[src/smx_pkg.sv]
// Shared constants, codes and controller/datapath interface types of the stack machine.
package smx_pkg;

   localparam int DEF_STACK_DEPTH = 256;
   localparam int DEF_PROG_DEPTH  = 1024;

   localparam int REQ_DATA_W = 80;
   localparam int REQ_USER_W = 7;
   localparam int RSP_DATA_W = 48;
   localparam int CSR_W      = 10;

   localparam logic [4:0] CMD_READ    = 5'd0;
   localparam logic [4:0] CMD_WRITE   = 5'd1;
   localparam logic [4:0] CMD_DUPE    = 5'd2;
   localparam logic [4:0] CMD_PUSH    = 5'd3;
   localparam logic [4:0] CMD_ADD     = 5'd4;
   localparam logic [4:0] CMD_SUB     = 5'd5;
   localparam logic [4:0] CMD_MUL     = 5'd6;
   localparam logic [4:0] CMD_DIV     = 5'd7;
   localparam logic [4:0] CMD_AND     = 5'd8;
   localparam logic [4:0] CMD_OR      = 5'd9;
   localparam logic [4:0] CMD_XOR     = 5'd10;
   localparam logic [4:0] CMD_REVERSE = 5'd11;
   localparam logic [4:0] CMD_JEQ     = 5'd12;
   localparam logic [4:0] CMD_JGT     = 5'd13;
   localparam logic [4:0] CMD_JMP     = 5'd14;
   localparam logic [4:0] CMD_CALL    = 5'd15;
   localparam logic [4:0] CMD_RET     = 5'd16;
   localparam logic [4:0] CMD_SIZE    = 5'd17;
   localparam logic [4:0] CMD_EMPTY   = 5'd18;
   localparam logic [4:0] CMD_HALT    = 5'd19;

   localparam logic [1:0] REV_POPPED = 2'd1;
   localparam logic [1:0] REV_IMM    = 2'd2;

   localparam logic [2:0] ERR_NONE      = 3'd0;
   localparam logic [2:0] ERR_UNDERFLOW = 3'd1;
   localparam logic [2:0] ERR_OVERFLOW  = 3'd2;
   localparam logic [2:0] ERR_DIV_ZERO  = 3'd3;
   localparam logic [2:0] ERR_BAD_RET   = 3'd4;

   typedef enum logic [1:0] {
      RD_TOP,
      RD_SECOND,
      RD_LO,
      RD_HI
   } rd_sel_type;

   typedef struct packed {
      logic       load;
      rd_sel_type rd_sel;
      logic       cap_a;
      logic       exec;
      logic       div_step;
      logic       div_wr;
      logic       rev_cap;
      logic       rev_w1;
      logic       rev_w2;
      logic       finish;
   } smx_cmd_type;

   typedef struct packed {
      logic rsp_busy;
      logic long_div;
      logic long_rev;
      logic div_last;
      logic rev_more;
   } smx_status_type;

endpackage

[src/smx_ctrl.sv]
// Sequencing state machine of the stack machine execute unit.
module smx_ctrl
   import smx_pkg::*;
(
   input  logic           clock,
   input  logic           reset,
   input  logic           req_tvalid,
   output logic           req_tready,
   input  smx_status_type status,
   output smx_cmd_type    cmd
);

   typedef enum logic [3:0] {
      S_IDLE,
      S_RD_A,
      S_RD_B,
      S_EXEC,
      S_DIV,
      S_DIV_WR,
      S_REV_CHK,
      S_REV_RD1,
      S_REV_RD2,
      S_REV_W1,
      S_REV_W2
   } state_type;

   state_type state_ff;
   state_type state_in;

   always_comb begin
      cmd        = '0;
      cmd.rd_sel = RD_TOP;
      req_tready = 1'b0;
      state_in   = state_ff;
      unique case (state_ff)
         S_IDLE: begin
            req_tready = !status.rsp_busy;
            cmd.load   = req_tvalid && !status.rsp_busy;
            if (cmd.load) state_in = S_RD_A;
         end
         S_RD_A: state_in = S_RD_B;
         S_RD_B: begin
            cmd.rd_sel = RD_SECOND;
            cmd.cap_a  = 1'b1;
            state_in   = S_EXEC;
         end
         S_EXEC: begin
            cmd.exec = 1'b1;
            priority if (status.long_div) state_in = S_DIV;
            else if (status.long_rev)     state_in = S_REV_CHK;
            else                          state_in = S_IDLE;
         end
         S_DIV: begin
            cmd.div_step = 1'b1;
            if (status.div_last) state_in = S_DIV_WR;
         end
         S_DIV_WR: begin
            cmd.div_wr = 1'b1;
            state_in   = S_IDLE;
         end
         S_REV_CHK: begin
            if (status.rev_more) begin
               state_in = S_REV_RD1;
            end else begin
               cmd.finish = 1'b1;
               state_in   = S_IDLE;
            end
         end
         S_REV_RD1: begin
            cmd.rd_sel = RD_LO;
            state_in   = S_REV_RD2;
         end
         S_REV_RD2: begin
            cmd.rd_sel  = RD_HI;
            cmd.rev_cap = 1'b1;
            state_in    = S_REV_W1;
         end
         S_REV_W1: begin
            cmd.rev_w1 = 1'b1;
            state_in   = S_REV_W2;
         end
         S_REV_W2: begin
            cmd.rev_w2 = 1'b1;
            state_in   = S_REV_CHK;
         end
         default: state_in = S_IDLE;
      endcase
   end

   always_ff @(posedge clock) begin
      if (reset) begin
         state_ff <= S_IDLE;
      end else begin
         state_ff <= state_in;
      end
   end

endmodule

[config.mk]
export PLATFORM = sky130hd
export DESIGN_NAME = smx_ctrl
export DESIGN_NICKNAME = d
export VERILOG_FILES = /design/src/smx_pkg.sv /design/src/smx_ctrl.sv
export SDC_FILE = /design/constraint.sdc
export NUM_CORES = 1
export LEC_CHECK = 0
export BUFFER_PORTS_ARGS = -buffer_cell sky130_fd_sc_hd__buf_2
export CAP_MARGIN = 20
export CORE_AREA = 2 2 39 41
export DETAILED_ROUTE_END_ITERATION = 10
export DIE_AREA = 0 0 41 43
export SYNTH_ARGS = -nofsm -noshare
export SYNTH_HDL_FRONTEND = slang
export SYNTH_SLANG_ARGS = --single-unit
[constraint.sdc]
create_clock -name clock -period 1.6 [get_ports clock]
set_clock_uncertainty 0.2 [all_clocks]
set_input_delay 0.16 -clock clock [delete_from_list [all_inputs] [get_ports clock]]
set_output_delay 0.16 -clock clock [all_outputs]
set_load 0.03 [all_outputs]
Word-level counts from Yosys, hierarchy flattened --
Index checks and enable logic that the tools add are counted.
Storage, ports and cells: register bits after elaboration 4, bits in latches 0, bits in writable memories 0, bits in read-only memories 0, logic and storage cells 35, memories kept 0
Operators by class: add/subtract/negate cells 0, $mul 0, divide/modulo/power cells 0, $lt $le $gt $ge 0, equality and inequality tests 12, shift-type cells 0, mux-type cells 18, bitwise logic cells 0, reductions and logical operators 4
Operators by type and width (count):
- case mux 4 bit (10 select lines) | 1
- equality test 4 x 3 -> 1 bit (second input constant) | 4
- equality test 4 bit (second input constant) | 3
- two-way mux 4 bit | 3
- two-way mux 1 bit | 11
- equality test 4 x 2 -> 1 bit (second input constant) | 2
- two-way mux 3 bit | 2
- case mux 2 bit (3 select lines) | 1
- equality test 4 x 1 -> 1 bit (second input constant) | 1
- logical NOT 4 bit | 1
- != test 2 bit (second input constant) | 2
- AND reduction 2 bit | 1
- logical AND 1 bit | 1
- logical NOT 1 bit | 1

Logic depth before layout (Yosys ltp) --
Gate-level depths: netlist of run 1.
word-level depth 4, depth in mapped cells 5

Worst setup path before layout of run 1 --
Ideal clock, no wire load.
path type register -> output, start point reg state_ff[1], end point out cmd[10] in the netlist's numbering, arrival 1.707 ns, required time 1.240 ns, slack -0.467 ns, cell stages (with the launch flop) 5, buffers on the path 2, path through dfxtp_1 -> buf_6 -> or2_1 -> buf_6 -> nor4_1
RTL lines:
- start: declaration | line smx_ctrl.sv:27 | state_type state_ff;
- start signal: assignment | line smx_ctrl.sv:94 | state_ff <= state_in;
- end: declaration | line smx_ctrl.sv:10 | output smx_cmd_type cmd

==> impl_metrics.json, run 1 <==
{
  "wl_per_cell_um": 11.1,
  "ys_seq_elements": 4,
  "synth_ff_type": "dfxtp_1",
  "timing.fmax_mhz": 646,
  "status": "finished, final reports clean",
  "htreeDepth": 1,
  "largest-register": "state_ff",
  "worstPathMaxFanout": 5,
  "internal-power_mw": 0.280,
  "drtPass1Iterations": 2,
  "p_leak_nw": 0.263,
  "grt_pass1_wl_um": 1500,
  "num_antenna_cells": 0,
  "coreArea_um2": 1380,
  "start_kind": "flop",
  "hold_viol_final": 0,
  "reg.largest.list": "state_ff: 4 flops",
  "numCtsBuffers": 3,
  "pwr-share-clk_pct": 27.9,
  "path_buf_inv": 2,
  "finalCriticalPeriod_ns": 1.55,
  "cp.arrival_ns": 1.19,
  "cts_max_path_buffers": 2,
  "ir_drop_mv": 0.452,
  "seq_power_share_pct": 26.1,
  "powerDensity_nw_per_um2": 730,
  "area_growth_pct": 67.3,
  "finalWorstSetupSlack_ns": 0.0525,
  "port-buffer-count": 19,
  "syn-cell-area_um2": 355,
  "sw_frac_of_total_pct": 35.5,
  "crit_family": "buffers and inverters",
  "drt_iter0_drc": 2,
  "grt_usage_pct": 12.6,
  "required_ns": 1.24,
  "synthTopCellsByArea": "dfxtp_1 (23%), nor2_1 (9.5%), buf_6 (6.3%)",
  "layout-drive-gt1-share_pct": 50.7,
  "grt_overflow_total": 0,
  "setup_tns_ns": 0,
  "post-route-period-util_pct": 96.7,
  "synth_top_area_share_pct": 22.5,
  "die_y_um": 43,
  "nets": 83,
  "syn-num-nets": 56,
  "p_switching_mw": 0.154,
  "slew_headroom_pct": 83.9,
  "root_buffer": "clkbuf_4",
  "place_ws_ns": 0.129,
  "max_cap_violations": 0,
  "ioPinCount": 20,
  "grt_pass1_vias": 387,
  "ys_types": 24,
  "rows": 14,
  "max_stage_delay_ns": 0.31,
  "fp.dieArea_um2": 1760,
  "yosysTopAreaCell": "dfxtp_1",
  "finalMaxSlewViolations": 0,
  "antenna_found_initial": 0,
  "cp-end-kind": "output pin",
  "rsz0062_at_grt": "yes",
  "fill_cells": 156,
  "cp_cell_sequence": "nand2b_1 -> buf_4 -> nor2_1 -> clkbuf_4",
  "gp_congestion": 0.725,
  "largest_register_ffs": 4,
  "hold_path.class": "in -> reg",
  "grt_max_degree": 10,
  "comb_power_share_pct": 46.0,
  "post-dp-hpwl_um": 725,
  "clkSinkCount": 4,
  "yosysWarnings": 0,
  "synth_top_cells_by_count": "nor2_1 (9), dfxtp_1 (4), nand2_1 (4)",
  "synthCells": 48,
  "critPathKind": "reg -> out",
  "via_per_inst": 4.82,
  "initial_core_util_pct": 25.7,
  "multi_input_area_um2": 288,
  "cts_tree": "done",
  "synth-edff-count": 0,
  "vias": 429,
  "tightest_slew_ns": 0.242,
  "ys_async_sr_fraction_pct": 0,
  "seq_area_um2": 80.1,
  "die_x_um": 41,
  "antenna_left": 0,
  "drcViolationCount": 0,
  "clock_latency_ns": 0.23,
  "syn_area_per_cell_um2": 7.40,
  "finalWirelength_um": 988,
  "yosysMostFrequentCell": "nor2_1",
  "cp_slowest_cell": "dfxtp_1",
  "setup_viol": 0,
  "seq_area_frac_synth_pct": 22.5,
  "clk_pin_slew_ns": 0.04
}
==> cell usage in the layout (no fill, tap or decap), drive strengths merged <==
cell / n
a211oi: 1
a21oi: 1
and4bb: 1
buf: 23
clkbuf: 5
dfxtp: 4
dlygate4sd3: 1
inv: 1
nand2: 4
nand2b: 4
nor2: 9
nor2b: 2
nor3: 3
nor4: 2
o21ai: 4
o22a: 1
o22ai: 2
o2bb2ai: 1
o311a: 1
or2: 1
or4b: 1
xnor2: 1
==> layer usage <==
| layer | wire length, um | global-route usage (%) | up-vias |
|---|---|---|---|
| li1 | - | - | 221 |
| met1 | 470 | 15.1 | 192 |
| met2 | 468 | 20.0 | 16 |
| met3 | 49 | 6.28 | 0 |
| met4 | 0 | 2.00 | 0 |
| met5 | 0 | 0 | - |
==> power groups by stage <==
| stage | Sequential (mW) | Combinational [mW] | Clock [mW] |
|---|---|---|---|
| 6_report | 0.113 | 0.199 | 0.121 |
| 4_1_cts | 0.113 | 0.179 | 0.128 |
| 2_1_floorplan | 0.117 | 0.134 | 0 |
| 3_3_place_gp | 0.114 | 0.168 | 0 |
| 3_5_place_dp | 0.114 | 0.170 | 0 |
| 5_1_grt | 0.114 | 0.215 | 0.137 |
==> per-stage QoR <==
stage	area (um2)	std cells	power, mW	util, %	hold WS (ns)
after global routing	594	89	0.466	42.9	0.0418
final	594	89	0.434	42.9	0.0350
after floorplan	392	48	0.251	-	0.0319
after global placement	512	84	0.282	37.0	0.208
after CTS	552	88	0.419	39.9	0.0320
after detailed placement	512	84	0.284	37.0	0.210
==> path summary, 6_finish.rpt <==
| check | depth (start not counted) | slack [ns] | endpoint | start |
|---|---|---|---|---|
| max | 4 | 0.05 | cmd[4] | state_ff[3]$_SDFFE_PP0P_ |
| min | 3 | 0.03 | state_ff[1]$_SDFFE_PP0P_ | status[2] |
| max reg2reg | 4 | 0.15 | state_ff[1]$_SDFFE_PP0P_ | state_ff[0]$_SDFFE_PP0P_ |
| min reg2reg | 3 | 0.46 | state_ff[0]$_SDFFE_PP0P_ | state_ff[0]$_SDFFE_PP0P_ |
==> area by class of cell <==
class | instances | area share, %
clock buffer | 3 | 3.79
inverter | 1 | 0.632
multi-input combinational | 39 | 48.4
sequential | 4 | 13.5
tap | 16 | 3.37
timing repair buffer | 26 | 30.3
==> worst reg2reg max path, stage by stage (launching register included) <==
cell	delay (ns)
dfxtp_1	0.30
buf_4	0.16
nand2b_4	0.16
or4b_4	0.52
o21ai_2	0.06
==> kinds of logic after synthesis <==
group,share of synthesized area [%]
AOI/OAI and AO/OA,21.5
xor gates and xnor gates,2.47
buffers and inverters,10.2
DFF,22.5
and+or+nand+nor,43.3
==> what timing repair did <==
item | 4_1_cts | 5_1_grt
hold buffers | 1 | 0
endpoints found under the hold margin | 2 | 0
cloned | 0 | 0
gates resized for setup | 3 | 14
setup buffers | 0 | 1
setup endpoints to repair | 6 | 7
pin swaps | 0 | 2
Note: power is estimated with default switching activity, not from simulation.
==> run 2, diff against run 1 <==
Settings changed: BUFFER_PORTS_ARGS -buffer_cell sky130_fd_sc_hd__buf_2 to -buffer_cell sky130_fd_sc_hd__buf_4.
==> run 2 against run 1 <==
  * Combinational power rose by 6%
  * Power increased by 5.7%
  * Clock-buffer cell count stayed put
  * Sequential power rose by 5%
  * Die area stayed put
  * Critical endpoint is now cmd[6]
  * Largest cell class unchanged
  * Largest power group unchanged
==> impl_metrics.json, run 2 (synthesis results as in run 1) <==
{
  "start_kind": "flop",
  "grt_pass1_wl_um": 1660,
  "cp.arrival_ns": 1.18,
  "vias": 447,
  "htreeDepth": 1,
  "clock_latency_ns": 0.24,
  "finalCriticalPeriod_ns": 1.54,
  "final_common_cell": "buf_4",
  "p_leak_nw": 0.276,
  "slew_headroom_pct": 86.4,
  "max_cap_violations": 0,
  "clk_pin_slew_ns": 0.04,
  "wl_per_cell_um": 11.7,
  "place_ws_ns": 0.135,
  "rows": 14,
  "gp_congestion": 0.750,
  "num_antenna_cells": 0,
  "finalWirelength_um": 1050,
  "rsz0062_at_grt": "yes",
  "largest-register": "state_ff",
  "fin_area_um2": 648,
  "area_growth_pct": 82.4,
  "post-dp-hpwl_um": 808,
  "critPathKind": "reg -> out",
  "finalWorstSetupSlack_ns": 0.0577,
  "cts_max_path_buffers": 2,
  "cp-end-kind": "output pin",
  "grt_usage_pct": 14.7,
  "setup_viol": 0,
  "drtPass1Iterations": 3,
  "antenna_found_initial": 0,
  "die_y_um": 43,
  "required_ns": 1.24,
  "cts_tree": "done",
  "status": "finished, final reports clean",
  "worstPathMaxFanout": 8,
  "coreArea_um2": 1380,
  "powerDensity_nw_per_um2": 707,
  "nets": 84,
  "grt_overflow_total": 0,
  "grt_pass1_vias": 398,
  "tightest_slew_ns": 0.202,
  "postLayoutCoreUtil_pct": 46.8,
  "ir_drop_mv": 0.385,
  "fp.dieArea_um2": 1760,
  "layout-drive-gt1-share_pct": 58.1,
  "largest_register_ffs": 4,
  "via_per_inst": 4.97,
  "root_buffer": "clkbuf_4",
  "fill_cells": 148,
  "place_area_um2": 567,
  "drcViolationCount": 0,
  "clkSinkCount": 4,
  "timing.fmax_mhz": 648,
  "hold_viol_final": 0,
  "post-route-period-util_pct": 96.4,
  "finalMaxSlewViolations": 0,
  "ioPinCount": 20,
  "drt_iter0_drc": 5,
  "grt_max_degree": 9,
  "die_x_um": 41,
  "final_cell_mix": "buf_4 (21), nor2_1 (9), buf_6 (5)",
  "final_cells": 90,
  "setup_tns_ns": 0,
  "port-buffer-count": 19,
  "numCtsBuffers": 3,
  "hold_path.class": "in -> reg",
  "initial_core_util_pct": 25.7,
  "dp_cells": 85,
  "antenna_left": 0,
  "reg.largest.list": "state_ff: 4 flops"
}
==> run 2: power by group <==
part           internal [mW]  switching (mW)  leakage [nW]
registers              0.111         0.00814        0.0344
logic                  0.100           0.110         0.227
clock network         0.0841          0.0452        0.0138
==> run 2: per-layer routing <==
metal	part of all wire [%]	global-route usage, %	wire (um)	up-vias
li1	-	-	-	224
met1	39	16.5	413	201
met2	51	21.3	535	17
met3	6.6	4.71	69	5
met4	3.0	12.0	32	0
met5	0	0	0	-
==> run 2: worst paths after layout <==
path	slack (ns)	startpoint	end	cells after the start
worst max-delay path	0.06	state_ff[2]$_SDFFE_PP0P_	cmd[6]	3
worst min register to register	0.32	state_ff[0]$_SDFFE_PP0P_	state_ff[0]$_SDFFE_PP0P_	2
worst max register to register	0.20	state_ff[0]$_SDFFE_PP0P_	state_ff[0]$_SDFFE_PP0P_	3
worst min-delay path	0.02	status[2]	state_ff[1]$_SDFFE_PP0P_	3
==> run 2: timing repair <==
item                                    CTS  global route
pin swaps                                 2             2
hold buffers                              1             0
gates resized for setup                   2            11
setup buffers                             1             0
endpoints found under the hold margin     2             0
endpoints found under the setup margin    5             8
==> run 2: through the flow <==
| step | power, mW | hold slack, ns |
|---|---|---|
| after global routing | 0.486 | 0.0372 |
| after detailed placement | 0.303 | 0.175 |
| final | 0.458 | 0.0198 |
| after CTS | 0.452 | 0.0187 |
| after global placement | 0.302 | 0.176 |
| after floorplan | 0.251 | 0.0319 |
==> run 2: final cells by class <==
type | count | area, um2 | area share [%]
multi-input cells | 39 | 293 | 45.2
well taps | 16 | 20.0 | 3.09
inverters | 1 | 3.75 | 0.579
flip-flops and latches | 4 | 85.1 | 13.1
repair buffers | 27 | 224 | 34.6
clock buffers | 3 | 22.5 | 3.47
==> run 2: worst max-delay path: stages, from the launching register on <==
cell      delay, ns
dfxtp_2        0.34
buf_6          0.15
and4bb_1       0.29
buf_4          0.17
==> run 3, diff against run 2 <==
Settings changed: SLEW_MARGIN set to 5.
Clock period 1.6 ns to 1.57 ns, I/O delays scaled along.
==> run 3 against run 2 <==
  * Clock-buffer cell count did not move
  * Die area unchanged
  * Utilization is 0.45 points lower
  * Via count decreased by 4.5%
  * Sequential cell count did not move
  * Register-to-register slack lost 0.09 ns
  * Setup slack lost 0.037 ns
  * Sequential power about the same
  * Largest cell class unchanged
  * Largest power group unchanged
==> impl_metrics.json, run 3 (synthesis results as in run 1) <==
{
  "sw_frac_of_total_pct": 36.8,
  "p_switching_mw": 0.171,
  "post-route-period-util_pct": 98.7,
  "layout-drive-gt1-share_pct": 56.9,
  "post-dp-hpwl_um": 790,
  "finalPower_mw": 0.466,
  "grt_usage_pct": 13.8,
  "setup_viol": 0,
  "timing.fmax_mhz": 646,
  "critPathKind": "reg -> out",
  "grt_max_degree": 10,
  "finalWirelength_um": 1080,
  "dp_cells": 84,
  "port-buffer-count": 19,
  "antenna_left": 0,
  "postLayoutCoreUtil_pct": 46.4,
  "grt_pass1_vias": 355,
  "gp_congestion": 0.774,
  "seq_power_share_pct": 25.7,
  "path_buf_inv": 2,
  "final_cell_mix": "buf_4 (18), nor2_1 (9), buf_6 (6)",
  "largest-register": "state_ff",
  "maxUsedRoutingLayer": "met4",
  "die_x_um": 41,
  "hold_viol_final": 0,
  "rows": 14,
  "rsz0062_at_grt": "yes",
  "nets": 82,
  "cp-end-kind": "output pin",
  "cp_common_cell": "buf_4",
  "ioPinCount": 20,
  "crit_family": "buffers and inverters",
  "antenna_found_initial": 0,
  "comb_power_share_pct": 45.9,
  "cp.arrival_ns": 1.19,
  "largest_register_ffs": 4,
  "clkSinkCount": 4,
  "final_common_cell": "buf_4",
  "p_leak_nw": 0.276,
  "status": "finished, final reports clean",
  "htreeDepth": 1,
  "coreArea_um2": 1380,
  "initial_core_util_pct": 25.7,
  "fp.dieArea_um2": 1760,
  "cp_cell_sequence": "buf_4 -> nand2b_4 -> nor3_1 -> buf_4",
  "finalMaxSlewViolations": 0,
  "reg.largest.list": "state_ff: 4 flops",
  "grt_overflow_total": 0,
  "place_area_um2": 564,
  "die_y_um": 43,
  "drt_iter0_drc": 16,
  "numCtsBuffers": 3,
  "cp_slowest_cell": "dfxtp_2",
  "powerDensity_nw_per_um2": 726,
  "final_cells": 88,
  "finalCriticalPeriod_ns": 1.55,
  "max_stage_delay_ns": 0.32,
  "max_cap_violations": 0,
  "slew_headroom_pct": 86.0,
  "drtPass1Iterations": 4,
  "fin_area_um2": 642,
  "worstPathMaxFanout": 5,
  "clock_latency_ns": 0.24,
  "root_buffer": "clkbuf_4",
  "num_antenna_cells": 0,
  "vias": 427,
  "area_growth_pct": 80.6,
  "required_ns": 1.21,
  "ir_drop_mv": 0.412,
  "hold_path.class": "in -> reg",
  "via_per_inst": 4.85,
  "clk_pin_slew_ns": 0.03,
  "drcViolationCount": 0,
  "wl_per_cell_um": 12.2,
  "start_kind": "flop",
  "wl_met2_um": 514,
  "grt_pass1_wl_um": 1590,
  "cts_tree": "done",
  "met3WireLength_um": 45,
  "drt-met1-wl_um": 498,
  "cts_max_path_buffers": 2,
  "tightest_slew_ns": 0.208,
  "pwr-share-clk_pct": 28.4,
  "internal-power_mw": 0.295
}
[run 3: power groups by stage]
| stage | sequential (mW) | clock, mW | combinational [mW] |
|---|---|---|---|
| 2_1_floorplan | 0.120 | 0 | 0.138 |
| 3_3_place_gp | 0.117 | 0 | 0.193 |
| 3_5_place_dp | 0.118 | 0 | 0.195 |
| 4_1_cts | 0.117 | 0.138 | 0.207 |
| 5_1_grt | 0.121 | 0.141 | 0.230 |
| 6_report | 0.120 | 0.132 | 0.214 |
[run 3: metal layers]
layer	GRT usage [%]	up-vias
met2	18.4	11
met1	17.4	197
met4	12.0	0
met3	3.14	2
li1	-	217
met5	0	-
[run 3: path summary, 6_finish.rpt]
| check | slack, ns | startpoint | cells past startpoint | endpoint |
|---|---|---|---|---|
| min reg2reg | 0.45 | state_ff[0]$_SDFFE_PP0P_ | 3 | state_ff[0]$_SDFFE_PP0P_ |
| max reg2reg | 0.11 | state_ff[0]$_SDFFE_PP0P_ | 4 | state_ff[1]$_SDFFE_PP0P_ |
| max | 0.02 | state_ff[0]$_SDFFE_PP0P_ | 4 | cmd[7] |
| min | 0.008 | status[2] | 3 | state_ff[2]$_SDFFE_PP0P_ |
[run 3: timing repair]
action | in CTS | in global routing
cloned | 0 | 0
resized for setup | 5 | 9
setup endpoints to repair | 7 | 7
buffers inserted | 0 | 0
pin swaps | 2 | 2
hold buffers | 1 | 0
endpoints found under the hold margin | 2 | 0
[run 3: worst register-to-register path: stages, from the launching register on]
cell      delay (ns)
dfxtp_2         0.32
buf_4           0.15
nand2b_4        0.16
or4b_4          0.51
o21ai_2         0.06
[run 3: stage by stage]
| step | setup WS, ns | hold WS, ns | setup TNS, ns |
|---|---|---|---|
| after floorplan | 0.0177 | 0.0289 | 0 |
| after global placement | 0.122 | 0.169 | 0 |
| after detailed placement | 0.0996 | 0.168 | 0 |
| after CTS | 0.00656 | 0.000758 | 0 |
| after global routing | -0.0155 | 0.0257 | -0.0327 |
| final | 0.0209 | 0.00789 | 0 |
[run 3: final cells by class]
type | count | area (um2)
Inverter | 1 | 3.75
Sequential cell | 4 | 83.8
Clock buffer | 3 | 22.5
Fill cell | 134 | 742
Multi-Input combinational cell | 39 | 299
Timing Repair Buffer | 25 | 213
Tap cell | 16 | 20.0
